**config.mk**
```make
export PLATFORM = sky130hd
export DESIGN_NAME = pes_sqrt
export DESIGN_NICKNAME = d
export VERILOG_FILES = /design/src/pes_pkg.sv /design/src/pes_sqrt.sv
export SDC_FILE = /design/constraint.sdc
export NUM_CORES = 1
export LEC_CHECK = 0
export ABC_AREA = 1
export BUFFER_PORTS_ARGS = -buffer_cell sky130_fd_sc_hd__buf_2
export CAP_MARGIN = 20
export CORE_ASPECT_RATIO = 2
export CORE_MARGIN = 2
export CORE_UTILIZATION = 40
export CTS_BUF_LIST = sky130_fd_sc_hd__clkbuf_4
export DETAILED_ROUTE_END_ITERATION = 12
export GPL_TIMING_DRIVEN = 1
export SLEW_MARGIN = 20
export SYNTH_ARGS = -nofsm -noshare
export SYNTH_HDL_FRONTEND = slang
export SYNTH_SLANG_ARGS = --single-unit
```
**constraint.sdc**
```tcl
create_clock -name i_clk -period 27.6 [get_ports i_clk]
set_clock_uncertainty 0.05 [all_clocks]
set_input_delay 2.76 -clock i_clk [delete_from_list [all_inputs] [get_ports i_clk]]
set_output_delay 2.76 -clock i_clk [all_outputs]
set_load 0.05 [all_outputs]
```
**src/pes_pkg.sv**
```systemverilog
// Shared package of the pursue/evade steering unit: widths, transaction types,
// mode codes and request/response structs of the iterative arithmetic units.
// No dependencies.
package pes_pkg;

    localparam int FRAC_BITS_DEF = 16;

    localparam int MS_W   = 24;
    localparam int DT_W   = 17;
    localparam int W      = 32;
    localparam logic [MS_W-1:0] MS_RESET = 24'd196608;

    // sqrt of a sum of three squares of 33-bit magnitudes
    localparam int RAD_W  = 66;
    localparam int ROOT_W = 33;
    // shared divider
    localparam int DVD_W  = 60;
    localparam int DVS_W  = 33;
    // shared multiplier operand width (unsigned magnitudes)
    localparam int MUL_W  = 33;

    typedef enum logic [1:0] {
        FUNC_PURSUE = 2'd0,
        FUNC_EVADE  = 2'd1,
        FUNC_LOAD   = 2'd2,
        FUNC_HOLD   = 2'd3
    } t_func;

    typedef struct packed {
        t_func                 func;
        logic signed [W-1:0]   self_pos_x;
        logic signed [W-1:0]   self_pos_y;
        logic signed [W-1:0]   self_pos_z;
        logic signed [W-1:0]   other_pos_x;
        logic signed [W-1:0]   other_pos_y;
        logic signed [W-1:0]   other_pos_z;
        logic signed [W-1:0]   other_vel_x;
        logic signed [W-1:0]   other_vel_y;
        logic signed [W-1:0]   other_vel_z;
        logic [DT_W-1:0]       dt;
    } t_in_item;

    typedef struct packed {
        logic signed [W-1:0] new_vel_x;
        logic signed [W-1:0] new_vel_y;
        logic signed [W-1:0] new_vel_z;
    } t_out_item;

    typedef struct packed {
        logic             start;
        logic [RAD_W-1:0] rad;
    } t_sqrt_req;

    typedef struct packed {
        logic              done;
        logic [ROOT_W-1:0] root;
    } t_sqrt_rsp;

    typedef struct packed {
        logic             start;
        logic [DVD_W-1:0] dividend;
        logic [DVS_W-1:0] divisor;
    } t_div_req;

    typedef struct packed {
        logic             done;
        logic [DVD_W-1:0] quot;
    } t_div_rsp;

endpackage

```
**src/pes_sqrt.sv**
```systemverilog
// Digit-by-digit integer square root, one root bit per cycle.
// Depends on pes_pkg.
module pes_sqrt
    import pes_pkg::*;
(
    input  logic      i_clk,
    input  logic      i_rst_n,
    input  t_sqrt_req i_req,
    output t_sqrt_rsp o_rsp
);
    localparam int CNT_W = $clog2(ROOT_W + 1);
    localparam int REM_W = ROOT_W + 2;

    logic              r_busy;
    logic              r_done;
    logic [CNT_W-1:0]  r_cnt;
    logic [RAD_W-1:0]  r_rad;
    logic [REM_W-1:0]  r_rem;
    logic [ROOT_W-1:0] r_root;

    logic [REM_W+1:0]  rem2;
    logic [REM_W+1:0]  trial;
    logic              take;

    assign rem2  = {r_rem, r_rad[RAD_W-1 -: 2]};
    assign trial = (REM_W + 2)'({r_root, 2'b01});
    assign take  = rem2 >= trial;

    always_ff @(posedge i_clk) begin
        if (!i_rst_n) begin
            r_busy <= 1'b0;
            r_done <= 1'b0;
        end else begin
            r_done <= 1'b0;
            if (i_req.start) begin
                r_busy <= 1'b1;
                r_cnt  <= CNT_W'(ROOT_W);
                r_rad  <= i_req.rad;
                r_rem  <= '0;
                r_root <= '0;
            end else if (r_busy) begin
                r_rem  <= take ? REM_W'(rem2 - trial) : REM_W'(rem2);
                r_root <= {r_root[ROOT_W-2:0], take};
                r_rad  <= {r_rad[RAD_W-3:0], 2'b00};
                r_cnt  <= r_cnt - CNT_W'(1);
                if (r_cnt == CNT_W'(1)) begin
                    r_busy <= 1'b0;
                    r_done <= 1'b1;
                end
            end
        end
    end

    assign o_rsp.done = r_done;
    assign o_rsp.root = r_root;
endmodule

```
==> metrics.md <==
| Metric | Value |
|---|---|
| Number of flops mapped to enable cells by yosys | `140` |
| Clock sink total | `142` |
| Initial antenna violation count | `2` |
| Worst Setup End Kind | `flip-flop` |
| Slew @ Worst Pin | `1.04 ns` |
| Largest area contributor in the netlist | `edfxtp_1` |
| Die X-Extent | `109 µm` |
| Placed Area | `0.00961 mm²` |
| Critical path startpoint category | `primary input` |
| Period minus WS final | `4.49 ns` |
| Design area | `0.00995 mm²` |
| TritonCTS clock tree | `yes` |
| Post-CTS sizing | `0` |
| Vias in the first global route | `7320` |
| Ys flop type | `edfxtp_1` |
| R2r setup slk | `24.85 ns` |
| Std-Cell Rows | `77` |
| Sequential-to-total area share from yosys stat | `47.7%` |
| CTS max path bufs | `2` |
| CP max stage cell | `buf_4` |
| Via count | `7215` |
| HP Class | `reg -> reg` |
| Initial Util | `40.5%` |
| Final setup fails | `0` |
| Hold slack | `0.474 ns` |
| IO Port Bufs | `102` |
| I/O pins | `103` |
| Slew headroom | `30.4%` |
| Final-report hold violation count | `0` |
| Avg WL per Cell | `14.1 µm` |
| Routability Congestion | `0.933` |
| Fmax achieved | `223 MHz` |
| Final Cycle Share | `16.3%` |
| Synth Area per Inst | `7.69 µm²` |
| RSZ-0062 raised after global routing | `false` |
| Routed wire length | `21.7 mm` |
| Setup Total Neg Slack | `0 ns` |
| CP Data Required Time | `27.84 ns` |
| Crit-path most repeated cell | `buf_4` |
| Status | `completed` |
| First-pass GRT wire length | `35.2 mm` |
| H-tree levels | `4` |
| Crit-path max cell delay | `0.47 ns` |
| CP max FO | `103` |
| Post-route ant nets | `0` |
| # hold bufs at CTS | `0` |
| Leak | `0.00503 µW` |
| Core Area | `0.0220 mm²` |
| Die area | `0.0235 mm²` |
| Die H | `215 µm` |
| Clock root buffer | `clkbuf_4` |
| Post-DP HPWL | `16.5 mm` |
| Cells after synthesis | `1158` |
| Global Route Usage Sum | `19.7%` |
| Vias/cell | `4.67` |
| Synth Net Count | `1264` |
| Nets | `1360` |
| Synth Register Bits | `142` |
| Mapped cell area | `0.00890 mm²` |
| Pwr Density | `58.3 mW/mm²` |
| Share of cells above drive strength 1 | `14.8%` |
| Distinct cell type count after synthesis | `39` |
| Crit path kind | `in -> reg` |
| Arrival time at the worst endpoint | `4.72 ns` |
| Gr ovfl total | `0` |
| # Max-Cap Violations | `0` |
| Ys async rst share | `0%` |
| Ys Warns | `0` |
| Chain of cells forming the critical path | `buf_4 > inv_2 > buf_4 > a21oi_4 > buf_4 > buf_12` |
| Max-slew violations | `0` |
| Synth area leaders | `edfxtp_1 (47%), nand2_1 (20%), inv_1 (6.9%)` |
| Largest net degree at the start of global routing | `104` |
| Buffer count from post-CTS setup fixing | `0` |
| CTS buffer count | `17` |
| Area Growth Syn to Fin | `11.9%` |
| Clock Latency Late Sink | `0.60 ns` |
| Drt pass-1 iters | `4` |
| DRT iter0 DRCs | `221` |
| Post-synth top area share | `47.2%` |
| CTS clk-pin slew, worst paths | `0.12 ns` |
| Post-route DRC | `0` |
| VDD IR max | `0.0341 mV` |
## layout make-up
cell class                 instances  area, µm²
inverter                         168        636
fill                            2372      12000
multi-input combinational        818       3840
antenna                            2       5.00
timing repair buffer             107        563
clock inverter                    13        188
tap                              276        345
clock buffer                      18        135
sequential                       142       4240
## where the power goes
part | internal, µW | switching (µW)
registers | 259 | 7.45
clock network | 73.3 | 82.6
logic | 51.1 | 107
total | 383 | 197
## cells in the mapped netlist, drive strengths merged (7+ instances only)
| cell | count |
|---|---|
| inv | 168 |
| nand3b | 7 |
| clkbuf | 21 |
| ha | 37 |
| nor2 | 157 |
| edfxtp | 140 |
| buf | 9 |
| a21oi | 26 |
| xor2 | 16 |
| nand3 | 29 |
| o21ai | 29 |
| nand2 | 487 |
## metal layers
layer / up-vias / routed length (µm) / track usage [%]
li1: 3799 / - / -
met1: 3256 / 7910 / 19.7
met2: 117 / 12300 / 37.2
met3: 43 / 633 / 3.79
met4: 0 / 858 / 9.41
met5: - / 0 / 0
## cells by family (layout without fill, tap and decap cells)
kind of cell | after synthesis | in the layout | share of synthesized area, %
AO/OA/AOI/OAI | 59 | 59 | 3.56
buffers and inverters | 198 | 306 | 9.31
adder cells (fa/ha/maj) | 37 | 37 | 5.20
AND/OR/NAND/NOR | 703 | 703 | 32.4
flip-flops | 142 | 142 | 47.7
other | 0 | 2 | 0
XOR/XNOR | 19 | 19 | 1.87
## final timing paths
check,to,start,cells past startpoint
worst min-delay path,r_done,r_busy,2
worst min register to register,r_done,r_busy,2
worst max-delay path,r_rad[18],i_req[66],6
worst max register to register,r_rem[21],r_root[0],13
## placed cells by master, fill, tap and decap left out, types with 4 or more instances in the layout
master and instances:
a21oi_1 22, nand3b_1 7, nand2_1 478, and2_1 6
bufinv_16 4, inv_2 4, o21ai_1 15, xor2_1 16
nand2_2 8, inv_6 4, nor2_1 132, buf_4 5
nand3_1 26, nor2_2 24, edfxtp_1 140, nand4_1 5
clkbuf_4 18, buf_2 101, o21ai_0 14, inv_1 163
ha_1 37
## state kept, by name (all words and copies together) (netlist names)
name / count
r_busy: 1
r_cnt: 6
r_done: 1
r_rad: 66
r_rem: 35
r_root: 33
## metrics by stage
step | instances | setup WS [ns] | util, % | total power [µW]
final | 1544 | 23.11 | 45.3 | 580
after global placement | 1510 | 22.39 | 43.7 | 430
after global routing | 1544 | 22.98 | 45.3 | 617
after CTS | 1541 | 23.04 | 45.2 | 590
after detailed placement | 1510 | 22.35 | 43.7 | 432
after floorplan | 1158 | 16.97 | - | 394
## critical path: cells and delay by family
family	cells	cell delay, ns
buffers and inverters	5	1.57
AO/OA/AOI/OAI	1	0.25
(Power assumes the default switching activity.)
