[config.mk]
export PLATFORM = sky130hd
export DESIGN_NAME = pes_div
export DESIGN_NICKNAME = d
export VERILOG_FILES = /design/src/pes_pkg.sv /design/src/pes_div.sv
export SDC_FILE = /design/constraint.sdc
export NUM_CORES = 1
export LEC_CHECK = 0
export BUFFER_PORTS_ARGS = -buffer_cell sky130_fd_sc_hd__buf_2
export CAP_MARGIN = 30
export CORE_UTILIZATION = 45
export DETAILED_ROUTE_END_ITERATION = 10
export GPL_TIMING_DRIVEN = 0
export HOLD_SLACK_MARGIN = 0.02
export PLACE_DENSITY_LB_ADDON = 0.3
export REMOVE_ABC_BUFFERS = 1
export SYNTH_ARGS = -nofsm -noshare
export SYNTH_HDL_FRONTEND = slang
export SYNTH_SLANG_ARGS = --single-unit
[constraint.sdc]
create_clock -name i_clk -period 4.66 [get_ports i_clk]
set_input_delay 0.233 -clock i_clk [delete_from_list [all_inputs] [get_ports i_clk]]
set_output_delay 0.233 -clock i_clk [all_outputs]
set_load 0.02 [all_outputs]
[src/pes_pkg.sv]
// Shared package of the pursue/evade steering unit: widths, transaction types,
// mode codes and request/response structs of the iterative arithmetic units.
// No dependencies.
package pes_pkg;

    localparam int FRAC_BITS_DEF = 16;

    localparam int MS_W   = 24;
    localparam int DT_W   = 17;
    localparam int W      = 32;
    localparam logic [MS_W-1:0] MS_RESET = 24'd196608;

    // sqrt of a sum of three squares of 33-bit magnitudes
    localparam int RAD_W  = 66;
    localparam int ROOT_W = 33;
    // shared divider
    localparam int DVD_W  = 60;
    localparam int DVS_W  = 33;
    // shared multiplier operand width (unsigned magnitudes)
    localparam int MUL_W  = 33;

    typedef enum logic [1:0] {
        FUNC_PURSUE = 2'd0,
        FUNC_EVADE  = 2'd1,
        FUNC_LOAD   = 2'd2,
        FUNC_HOLD   = 2'd3
    } t_func;

    typedef struct packed {
        t_func                 func;
        logic signed [W-1:0]   self_pos_x;
        logic signed [W-1:0]   self_pos_y;
        logic signed [W-1:0]   self_pos_z;
        logic signed [W-1:0]   other_pos_x;
        logic signed [W-1:0]   other_pos_y;
        logic signed [W-1:0]   other_pos_z;
        logic signed [W-1:0]   other_vel_x;
        logic signed [W-1:0]   other_vel_y;
        logic signed [W-1:0]   other_vel_z;
        logic [DT_W-1:0]       dt;
    } t_in_item;

    typedef struct packed {
        logic signed [W-1:0] new_vel_x;
        logic signed [W-1:0] new_vel_y;
        logic signed [W-1:0] new_vel_z;
    } t_out_item;

    typedef struct packed {
        logic             start;
        logic [RAD_W-1:0] rad;
    } t_sqrt_req;

    typedef struct packed {
        logic              done;
        logic [ROOT_W-1:0] root;
    } t_sqrt_rsp;

    typedef struct packed {
        logic             start;
        logic [DVD_W-1:0] dividend;
        logic [DVS_W-1:0] divisor;
    } t_div_req;

    typedef struct packed {
        logic             done;
        logic [DVD_W-1:0] quot;
    } t_div_rsp;

endpackage

[src/pes_div.sv]
// Restoring unsigned divider, one quotient bit per cycle.
// Depends on pes_pkg.
module pes_div
    import pes_pkg::*;
(
    input  logic     i_clk,
    input  logic     i_rst_n,
    input  t_div_req i_req,
    output t_div_rsp o_rsp
);
    localparam int CNT_W = $clog2(DVD_W + 1);

    logic             r_busy;
    logic             r_done;
    logic [CNT_W-1:0] r_cnt;
    logic [DVS_W-1:0] r_dvs;
    logic [DVS_W-1:0] r_rem;
    logic [DVD_W-1:0] r_q;

    logic [DVS_W:0]   trial;
    logic             take;

    assign trial = {r_rem, r_q[DVD_W-1]};
    assign take  = trial >= {1'b0, r_dvs};

    always_ff @(posedge i_clk) begin
        if (!i_rst_n) begin
            r_busy <= 1'b0;
            r_done <= 1'b0;
        end else begin
            r_done <= 1'b0;
            if (i_req.start) begin
                r_busy <= 1'b1;
                r_cnt  <= CNT_W'(DVD_W);
                r_dvs  <= i_req.divisor;
                r_q    <= i_req.dividend;
                r_rem  <= '0;
            end else if (r_busy) begin
                r_rem <= take ? DVS_W'(trial - {1'b0, r_dvs}) : trial[DVS_W-1:0];
                r_q   <= {r_q[DVD_W-2:0], take};
                r_cnt <= r_cnt - CNT_W'(1);
                if (r_cnt == CNT_W'(1)) begin
                    r_busy <= 1'b0;
                    r_done <= 1'b1;
                end
            end
        end
    end

    assign o_rsp.done = r_done;
    assign o_rsp.quot = r_q;
endmodule

==> results.md, run 1 <==
- Status: finished, final reports clean
- Die ar.: 0.01715 mm^2
- Worst slack, placed: 794.0 ps
- IO Pins: 157
- Critical path type: flop to flop
- Most used DFF post-synth: edfxtp_1
- WP buf/inv: 3
- Clk pin slew, worst setup/hold paths: 60 ps
- Hold Startpoint: i_rst_n
- Reg2Reg Setup Slack: 790 ps
- Worst Hold Class: input port to flop
- CTS tree: yes
- Max clock buf depth: 2
- H-tree Lvls: 4
- Setup Fix Bufs, Post-CTS: 0
- Unique masters post-synth: 55
- Post-route ant nets: 0
- Placed cells: 987
- GP Congestion: 0.9058
- DR iter-0 viols: 425
- YS warnings: 0
- Root Buffer: clkbuf_16
- Crit path max fanout: 18
- Initial antenna violation count: 0
- Final Hold Vio Count: 0
- Post-synthesis sequential area ratio: 0.5350
- TritonCTS buffer count: 17
- Via-per-instance ratio: 5.394
- Number of synthesized register bits: 134
- Final std cells w/o fill: 1052
- Pin slew with the least headroom to its limit: 901.5 ps
- Die height: 131.0 um
- Crit path DAT: 4040 ps
- Max-Cap Viols: 0
- Reg2Reg Capture Point: r_rem[21]
- Final net count: 955
- All-layer global routing usage: 0.2136
- Min-Delay Endpoint: r_done
- 1st-pass router iterations: 5
- Clock latency on the worst-skew pair: 420 ps
- RSZ-0062 raised after global routing: no
- DP HPWL: 11860 um
- Slowest stage cell, crit path: a2111oi_0
- First-pass GRT wire length: 28050 um
- R2R Path Start: r_q[59]
- Fin crit share: 0.8297
- Startpoint types: flop
- # rows: 46
- Final Setup Violations: 0
- Pwr/cell area: 392.3 mW/mm^2
- Crit path required time: 4830 ps
- Vias in the first global route: 5733
- Layout cell share with drive strength beyond 1: 0.3182
- Post-synthesis instance total: 649
- Max Freq: 258.6 MHz
- Total grt overflow: 0
- Horiz. Die Dim: 131.0 um
- EDFF count, synth: 132
- Slew Limit Fails: 0
- Final min period: 3867 ps
- PnR Total Power: 3.679 mW
- Routed WL: 17090 um
- Top cell type's share of synthesized area: 0.5297
- CP most frequent cell: inv_1
- Slew headroom: 0.3969
- # DRC: 0
- Peak supply drop: 283.0 uV
- Critical Path Max Stage Delay: 540 ps
- Skew final: 10.36 ps
- Setup crit end kind: flop
- Crit path cell chain: inv_1 -> ha_1 -> inv_1 -> fa_1 -> a21oi_1 -> o21ai_1 -> a2111oi_0 -> nor2_1 -> o211ai_1 -> and2_1 -> buf_16 -> nor4b_1 -> a311o_1
- Average size of a mapped cell: 11.53 um^2
- Post-Synthesis Cell Area: 0.007483 mm^2
- Clock sink count: 134
- Area contributors post-synth: edfxtp_1 53%, mux2_2 9.0%, ha_1 5.9%
- Pleak: 3.792 nW
- Worst reg-to-reg path cell count: 13
- Largest net degree at the start of global routing: 61
- Core area: 0.01606 mm^2
- Post-synthesis async set-or-reset flop share: 0
- I/O Buffers: 156
- Setup ws final: 793.4 ps
- Synth area leader: edfxtp_1
- Via count: 5674
- Starting Density: 0.4660
- Syn-to-layout area delta: 25.31%
- Diodes inserted: 0
- Hold Path Depth: 3
- WL/cell: 16.25 um
- Top delay family on crit path: compound AO/OA/AOI/OAI gates
metal layers:
metal  vias to the layer above  global-route usage  routed length (um)  part of all wire
met5                         -                   0                   0                 0
li1                       2748                   -                   -                 -
met3                        26             0.06759                1174             0.069
met4                         0             0.06558                 238             0.014
met2                       210              0.3638                8386              0.49
met1                      2690              0.2581                7295              0.43
final cells by class:
class,instances,area (um^2)
fill,1342,6680
sequential,134,4004
multi-input combinational,436,3173
timing repair buffer,192,1196
clock buffer,21,450.4
tap,216,270.3
inverter,42,157.7
clock inverter,11,126.4
logic make-up (layout without fill, tap and decap cells):
family / Yosys count / count (layout) / synth area share
AOI/OAI and AO/OA: 145 / 145 / 0.1341
xor gates and xnor gates: 30 / 30 / 0.03511
adders and majority gates: 36 / 36 / 0.06119
buffers and inverters: 79 / 266 / 0.04247
DFF: 134 / 134 / 0.5350
muxes: 60 / 60 / 0.09029
and+or+nand+nor: 165 / 165 / 0.1018
report_power, final:
part           internal [mW]  switching, mW  leakage [nW]  total (mW)
Sequential              1.45         0.0456          1.27        1.50
Combinational          0.368          0.496          2.25       0.864
Clock                  0.802          0.517         0.270        1.32
per-stage QoR:
stage               utilization  area (um^2)  hold WS [ps]  setup TNS [ps]
floorplan                     -         7323         309.6               0
global placement         0.5215         8374         412.0          -96780
detailed placement       0.5275         8471         411.4               0
CTS                      0.5840         9378         44.17               0
global route             0.5840         9378         74.95               0
finish                   0.5840         9378         61.23               0
synthesized netlist by cell type, drive strengths merged, types with 6 or more instances:
cell	count
ha	35
o21a	7
clkbuf	28
a211oi	16
o21ai	17
edfxtp	132
nand2	64
buf	9
a21oi	55
and3	6
inv	42
nor3	6
nor2	43
nand3	13
nand4	6
a21o	11
xnor2	25
a31oi	6
mux2	60
state kept, by name (all words and copies together) (netlist names):
name    cells
r_busy      1
r_cnt       6
r_done      1
r_dvs      33
r_q        60
r_rem      33
cells in the final DEF, fill, tap and decap left out, drive strengths merged, types with 4 or more instances in the layout:
cell type and n:
inv 43, clkinvlp 4, a21o 11, xor2 5, a31oi 6, o31ai 4
dlygate4sd3 33, nor3 6, o21bai 4, a21oi 55, o21a 7, nand3 13
nor2 43, and3 6, nand4 6, xnor2 25, ha 35, edfxtp 132
clkinv 4, nand2 64, mux2 60, o21ai 17, nand2b 5, buf 159
clkbuf 21, a211oi 16
tightest hold or removal path, cell delays in order:
cell,delay (ps)
buf_2,110
nand2_1,50
nor3_1,40
worst max path at each step:
stage / start / endpoint / cells past startpoint
detailed placement: r_q[59] / r_q[0] / 11
CTS: r_q[59] / r_q[0] / 11
global placement: i_req[93] / r_q[41] / 2
global route: r_q[59] / r_q[0] / 11
floorplan: r_q[59] / r_q[0] / 11
finish: r_q[59] / r_rem[21] / 13
what timing repair did:
action / in CTS / in global routing
hold buffers: 33 / 0
gates resized for setup: 0 / 0
hold endpoints to repair: 33 / 0
(Power assumes the default switching activity.)
==> inputs of run 2 (changes only) <==
clock period = 3.8 ns   (was 4.66 ns; I/O delays follow)
==> run 2 against run 1 <==
Global-route usage barely moved. Maximum frequency rose by 13%. Via count rose by 0.16%. Critical path depth fell by 1. Clock-buffer cell count did not move. Power rose by 23%. Final cell count rose by 0.19%. Worst setup slack got worse by 420 ps. Sequential share of layout area fell by 0.14 points. Sequential power rose by 22%. Hold slack improved by 0.61 ps. Critical path type unchanged. Highest routed layer unchanged.
==> results.md, run 2 (synthesized netlist as in run 1, its figures left out) <==
- Worst Hold Class: input port to flop
- Commonest non-fill, non-tap cell in the layout: buf_2
- Crit path required time: 3970 ps (-860 ps)
- Die ar.: 0.01715 mm^2 (unchanged)
- Sequential Power Share: 0.406 (about the same)
- Hold Path Depth: 2 (-1)
- Slowest stage cell, crit path: edfxtp_1
- Clk pin slew, worst setup/hold paths: 60 ps (about the same)
- Critical path type: flop to flop
- Crit path max fanout: 43 (+25)
- Top sig layer: met4
- Metal2 WL: 8401 um (+0.18%)
- All-layer global routing usage: 0.2141 (+0.0004441)
- Most frequent cells in the layout: 155 x buf_2, 132 x edfxtp_1, 63 x nand2_1, 60 x mux2_2, 54 x a21oi_1
- Comb power frac: 0.236 (about the same)
- DP HPWL: 11860 um (unchanged)
- Final net count: 957 (+0.21%)
- Reg2Reg Capture Point: r_q[0]
- First-pass GRT wire length: 28110 um (+0.22%)
- Routed metal-1 wirelength: 7278 um (-0.23%)
- DR iter-0 viols: 411 (-3.3%)
- H-tree Lvls: 4 (unchanged)
- Clock Power Share: 0.358 (about the same)
- Crit path cell chain: inv_1 -> ha_1 -> inv_1 -> fa_1 -> a21oi_1 -> o21ai_1 -> a2111oi_2 -> nor2_1 -> o211ai_1 -> buf_4 -> nand2_4 -> mux2_2
- Hold Startpoint: i_req[61]
- Total grt overflow: 0 (unchanged)
- Post-Route Utilization: 0.5859 (+0.001948)
- Setup crit end kind: flop
- WL/cell: 16.25 um (about the same)
- Horiz. Die Dim: 131.0 um (unchanged)
- DR WL met3: 1227 um (+4.5%)
- Slew Limit Fails: 0 (unchanged)
- Max clock buf depth: 2 (unchanged)
- Largest regs: r_q x60, r_dvs x33, r_rem x33
- I/O Buffers: 156 (unchanged)
- Crit path DAT: 3600 ps (-440 ps)
- Pleak: 3.805 nW (+0.33%)
- GP Congestion: 0.9058 (unchanged)
- # rows: 46 (unchanged)
- IO Pins: 157 (unchanged)
- Die height: 131.0 um (unchanged)
- Most flop-heavy register: r_q
- Layout cell share with drive strength beyond 1: 0.3210 (+0.002821)
- Reg2Reg Setup Slack: 370 ps (-420 ps)
- Final Setup Violations: 0 (unchanged)
- Largest net degree at the start of global routing: 61 (unchanged)
- Max FFs per register: 60 (unchanged)
- Final min period: 3427 ps (-439.7 ps)
- TritonCTS buffer count: 17 (unchanged)
- RSZ-0062 raised after global routing: no
- 1st-pass router iterations: 7 (+2)
- CTS tree: yes
- Routed WL: 17130 um (+0.19%)
- Initial antenna violation count: 0 (unchanged)
- Register Area: 0.004004 mm^2 (unchanged)
- Diodes inserted: 0 (unchanged)
- Final Hold Vio Count: 0 (unchanged)
- Pin slew with the least headroom to its limit: 858.4 ps (-43.07 ps)
- Min-Delay Endpoint: r_q[28]
- Post-DP Area: 0.008471 mm^2 (unchanged)
- Net switching power: 1.299 mW (+23%)
- Core area: 0.01606 mm^2 (unchanged)
- Max-Cap Viols: 0 (unchanged)
- Startpoint types: flop
- Starting Density: 0.4660 (unchanged)
- Via-per-instance ratio: 5.392 (about the same)
- Multi-input gate area: 0.003187 mm^2 (+0.43%)
- Peak supply drop: 346.3 uV (+22%)
- Placed cells: 987 (unchanged)
- Switching share of power: 0.2877 (about the same)
- Fillers: 1340 (-0.15%)
- Pwr/cell area: 479.9 mW/mm^2 (+22%)
- Clock sink count: 134 (unchanged)
- Via count: 5683 (+0.16%)
- Clock latency on the worst-skew pair: 430 ps (about the same)
- Fin crit share: 0.9018 (+0.07207)
- Critical Path Max Stage Delay: 420 ps (-120 ps)
- Root Buffer: clkbuf_16
- Post-route ant nets: 0 (unchanged)
- Final std cells w/o fill: 1054 (+0.19%)
- R2R Path Start: r_q[59]
- Syn-to-layout area delta: 25.73%
- Status: finished, final reports clean
- CP most frequent cell: inv_1
- Pint: 3.217 mW (+23%)
- Max Freq: 291.8 MHz (+13%)
- Vias in the first global route: 5748 (+0.26%)
- Worst reg-to-reg path cell count: 12 (-1)
- Skew final: 9.997 ps (-0.3640 ps)
- # DRC: 0 (unchanged)
- Post-route cell area: 0.009409 mm^2 (+0.33%)
- Slew headroom: 0.4277 (+0.03085)
-- run 2: through the flow --
| stage | worst slack [ps] | hold WS (ps) | TNS [ps] | power, mW |
|---|---|---|---|---|
| after floorplan | 145.9 | 266.6 | 0 | 2.585 |
| after global placement | -1793 | 369.0 | -191400 | 2.840 |
| after detailed placement | -65.97 | 368.4 | -114.7 | 2.881 |
| after CTS | 96.08 | 48.43 | 0 | 4.539 |
| after global routing | 57.19 | 53.49 | 0 | 4.728 |
| final | 373.1 | 61.84 | 0 | 4.516 |
-- run 2: worst max path at each step --
stage                          from        end  slack [ps]  depth (start not counted)
after floorplan             r_q[59]     r_q[0]         150                         11
after global placement    i_req[93]    r_q[41]       -1790                          2
after detailed placement    r_q[59]     r_q[0]         -70                         11
after CTS                   r_q[59]  r_rem[21]         100                         13
after global routing        r_q[59]     r_q[0]          60                         12
final                       r_q[59]     r_q[0]         370                         12
-- run 2: repair_timing --
| action | in CTS | in global routing |
|---|---|---|
| hold buffers | 34 | 0 |
| gates resized for setup | 3 | 2 |
| gates cloned | 0 | 0 |
| pin swaps | 0 | 1 |
| buffers inserted | 0 | 1 |
| setup endpoints to repair | 8 | 17 |
| endpoints found under the hold margin | 34 | 0 |
-- run 2: layout make-up --
type,count,share of cell area
clock buffers,21,0.04787
clock inverters,11,0.01343
inverters,42,0.01676
multi-input cells,436,0.3387
flip-flops and latches,134,0.4255
well taps,216,0.02872
repair buffers,194,0.1290
-- run 2: metal layers --
metal,global-route usage,up-vias
met5,0,-
met4,0.06558,0
met3,0.06759,23
met2,0.3654,213
met1,0.2581,2695
li1,-,2752
-- run 2: critical path, delay by kind of cell, from the launching register on --
kind	cells	cell delay, ps
multiplexers	1	400
buffers and inverters	3	300
flip-flops	1	420
AO/OA/AOI/OAI	4	1010
AND/OR/NAND/NOR	2	450
adder cells (fa/ha/maj)	2	570
-- run 2: power groups by stage --
stage                     sequential [mW]  clock, mW  combinational, mW
final                                1.83       1.62               1.06
after global routing                 1.85       1.70               1.18
after global placement               1.87          0              0.973
after detailed placement             1.86          0               1.02
after CTS                            1.84       1.65               1.06
after floorplan                      1.91          0              0.680
==> inputs of run 3 (changes only) <==
clock period = 3.2 ns   (was 3.8 ns; I/O delays follow)
==> run 3 against run 2 <==
Worst setup slack got worse by 320 ps. Largest cell class unchanged. Clock-buffer cell count is the same. Cell area is 2.2% higher.
==> results.md, run 3 (synthesized netlist as in run 1, its figures left out) <==
- Slew Limit Fails: 0 (unchanged)
- Die ar.: 0.01715 mm^2 (unchanged)
- Status: finished, final reports clean
- Diodes inserted: 0 (unchanged)
- Vias in the first global route: 5832 (+1.5%)
- Initial antenna violation count: 0 (unchanged)
- Metal2 WL: 8758 um (+4.2%)
- Crit path required time: 3360 ps (-610 ps)
- PnR Total Power: 5.455 mW (+21%)
- Via count: 5785 (+1.8%)
- Slew headroom: 0.4290 (+0.001308)
- Routed WL: 17720 um (+3.5%)
- Max Freq: 317.9 MHz (+8.9%)
- Largest regs: r_q x60, r_dvs x33, r_rem x33
- Final net count: 972 (+1.6%)
- All-layer global routing usage: 0.2161 (+0.002005)
- Final Setup Violations: 0 (unchanged)
- Final min period: 3146 ps (-280.8 ps)
- 1st-pass router iterations: 7 (unchanged)
- Critical Path Max Stage Delay: 420 ps (about the same)
- Clock sink count: 134 (unchanged)
- Worst Hold Class: input port to flop
- IO Pins: 157 (unchanged)
- Die height: 131.0 um (unchanged)
- Final Hold Vio Count: 0 (unchanged)
- DP HPWL: 11860 um (unchanged)
- Most flop-heavy register: r_q
- Via-per-instance ratio: 5.412 (+0.37%)
- Max clock buf depth: 2 (unchanged)
- Setup crit end kind: flop
- Routed metal-1 wirelength: 7426 um (+2.0%)
- Crit path DAT: 3310 ps (-290 ps)
- Pwr/cell area: 567.0 mW/mm^2 (+18%)
- Critical path type: flop to flop
- Root Buffer: clkbuf_16
- Largest net degree at the start of global routing: 61 (unchanged)
- Syn-to-layout area delta: 28.56%
- Max-Cap Viols: 0 (unchanged)
- DR WL met3: 1258 um (+2.5%)
- Horiz. Die Dim: 131.0 um (unchanged)
- Fin crit share: 0.9832 (+0.08135)
- CTS tree: yes
- TritonCTS buffer count: 17 (unchanged)
- Clk pin slew, worst setup/hold paths: 60 ps (about the same)
- Max FFs per register: 60 (unchanged)
- First-pass GRT wire length: 28370 um (+0.91%)
- Crit path max fanout: 11 (-74%)
- Post-route ant nets: 0 (unchanged)
- # DRC: 0 (unchanged)
- RSZ-0062 raised after global routing: yes
- Clock latency on the worst-skew pair: 420 ps (about the same)
- GP Congestion: 0.9058 (unchanged)
- Top sig layer: met4
- Starting Density: 0.4660 (unchanged)
- Layout cell share with drive strength beyond 1: 0.3482 (+0.02718)
- Skew final: 9.833 ps (-0.1643 ps)
- Most frequent cells in the layout: 155 x buf_2, 132 x edfxtp_1, 62 x nand2_1, 60 x mux2_2, 50 x a21oi_1
- Startpoint types: flop
- Pleak: 3.881 nW (+2.0%)
- # rows: 46 (unchanged)
- Commonest non-fill, non-tap cell in the layout: buf_2
- Pin slew with the least headroom to its limit: 856.4 ps (-1.962 ps)
- Crit path cell chain: inv_1 -> ha_2 -> inv_1 -> fa_2 -> a21oi_4 -> o21ai_4 -> a2111oi_4 -> nor2_2 -> o211ai_1 -> buf_4 -> and2_4 -> buf_16 -> buf_4 -> or3_1 -> a21oi_1
- I/O Buffers: 156 (unchanged)
- Total grt overflow: 0 (unchanged)
- Core area: 0.01606 mm^2 (unchanged)
- H-tree Lvls: 4 (unchanged)
- Hold WS: 35.10 ps (-26.74 ps)
- Slowest stage cell, crit path: fa_2
- DR iter-0 viols: 437 (+6.3%)
- WL/cell: 16.57 um (+2.0%)
- Peak supply drop: 411.0 uV (+19%)
[run 3: changes by cell type in the layout (fill, tap and decap cells not counted), moves of 2 or more]
cell | previous run | this run
buf_4 | 2 | 14
a21oi_1 | 54 | 50
ha_1 | 35 | 31
a21oi_2 | 1 | 4
ha_2 | 0 | 3
nand2_2 | 0 | 2
[run 3: routing by layer]
layer / GRT usage / vias to the layer above
li1: - / 2781
met1: 0.2572 / 2745
met2: 0.3716 / 232
met3: 0.06759 / 27
met4: 0.06964 / 0
met5: 0 / -
[run 3: repair_timing]
action	CTS	global route
setup endpoints to repair	34	32
buffers inserted	4	10
pin swaps	4	9
hold endpoints to repair	35	0
hold buffers	35	0
gates resized for setup	10	15
cloned	0	1
[run 3: layout make-up]
| cell class | instances | area (um^2) |
|---|---|---|
| Inverter | 42 | 157.7 |
| Multi-Input combinational cell | 437 | 3287 |
| Fill cell | 1310 | 6437 |
| Timing Repair Buffer | 208 | 1325 |
| Clock buffer | 21 | 450.4 |
| Sequential cell | 134 | 4004 |
| Clock inverter | 11 | 126.4 |
| Tap cell | 216 | 270.3 |
[run 3: metrics by stage]
stage | area, um^2 | instances | setup WS (ps) | setup TNS [ps] | util
global route | 9620 | 1069 | -78.17 | -838.8 | 0.5991
floorplan | 7323 | 612 | -454.1 | -8374 | -
finish | 9620 | 1069 | 53.86 | 0 | 0.5991
CTS | 9467 | 1058 | 22.72 | 0 | 0.5895
detailed placement | 8471 | 987 | -666.0 | -16530 | 0.5275
global placement | 8374 | 984 | -2363 | -282120 | 0.5215
[run 3: report_power, final]
group | internal, mW | switching (mW) | total (mW)
logic | 0.592 | 0.766 | 1.36
registers | 2.11 | 0.0669 | 2.18
clock network | 1.17 | 0.751 | 1.92
total | 3.87 | 1.58 | 5.45
[run 3: worst paths after layout]
kind | startpoint | end | slack, ps | cells after the start
setup / recovery | r_q[59] | r_rem[7] | 50 | 15
hold / removal | i_req[65] | r_q[32] | 40 | 2
setup reg to reg | r_q[59] | r_rem[7] | 50 | 15
hold reg to reg | r_busy | r_done | 470 | 2
[run 3: critical path, delay by kind of cell, from the launching register on]
kind / cells / cell delay [ps]
AO/OA/AOI/OAI: 5 / 900
adder cells (fa/ha/maj): 2 / 590
buffers and inverters: 5 / 600
flip-flops: 1 / 390
AND/OR/NAND/NOR: 3 / 390
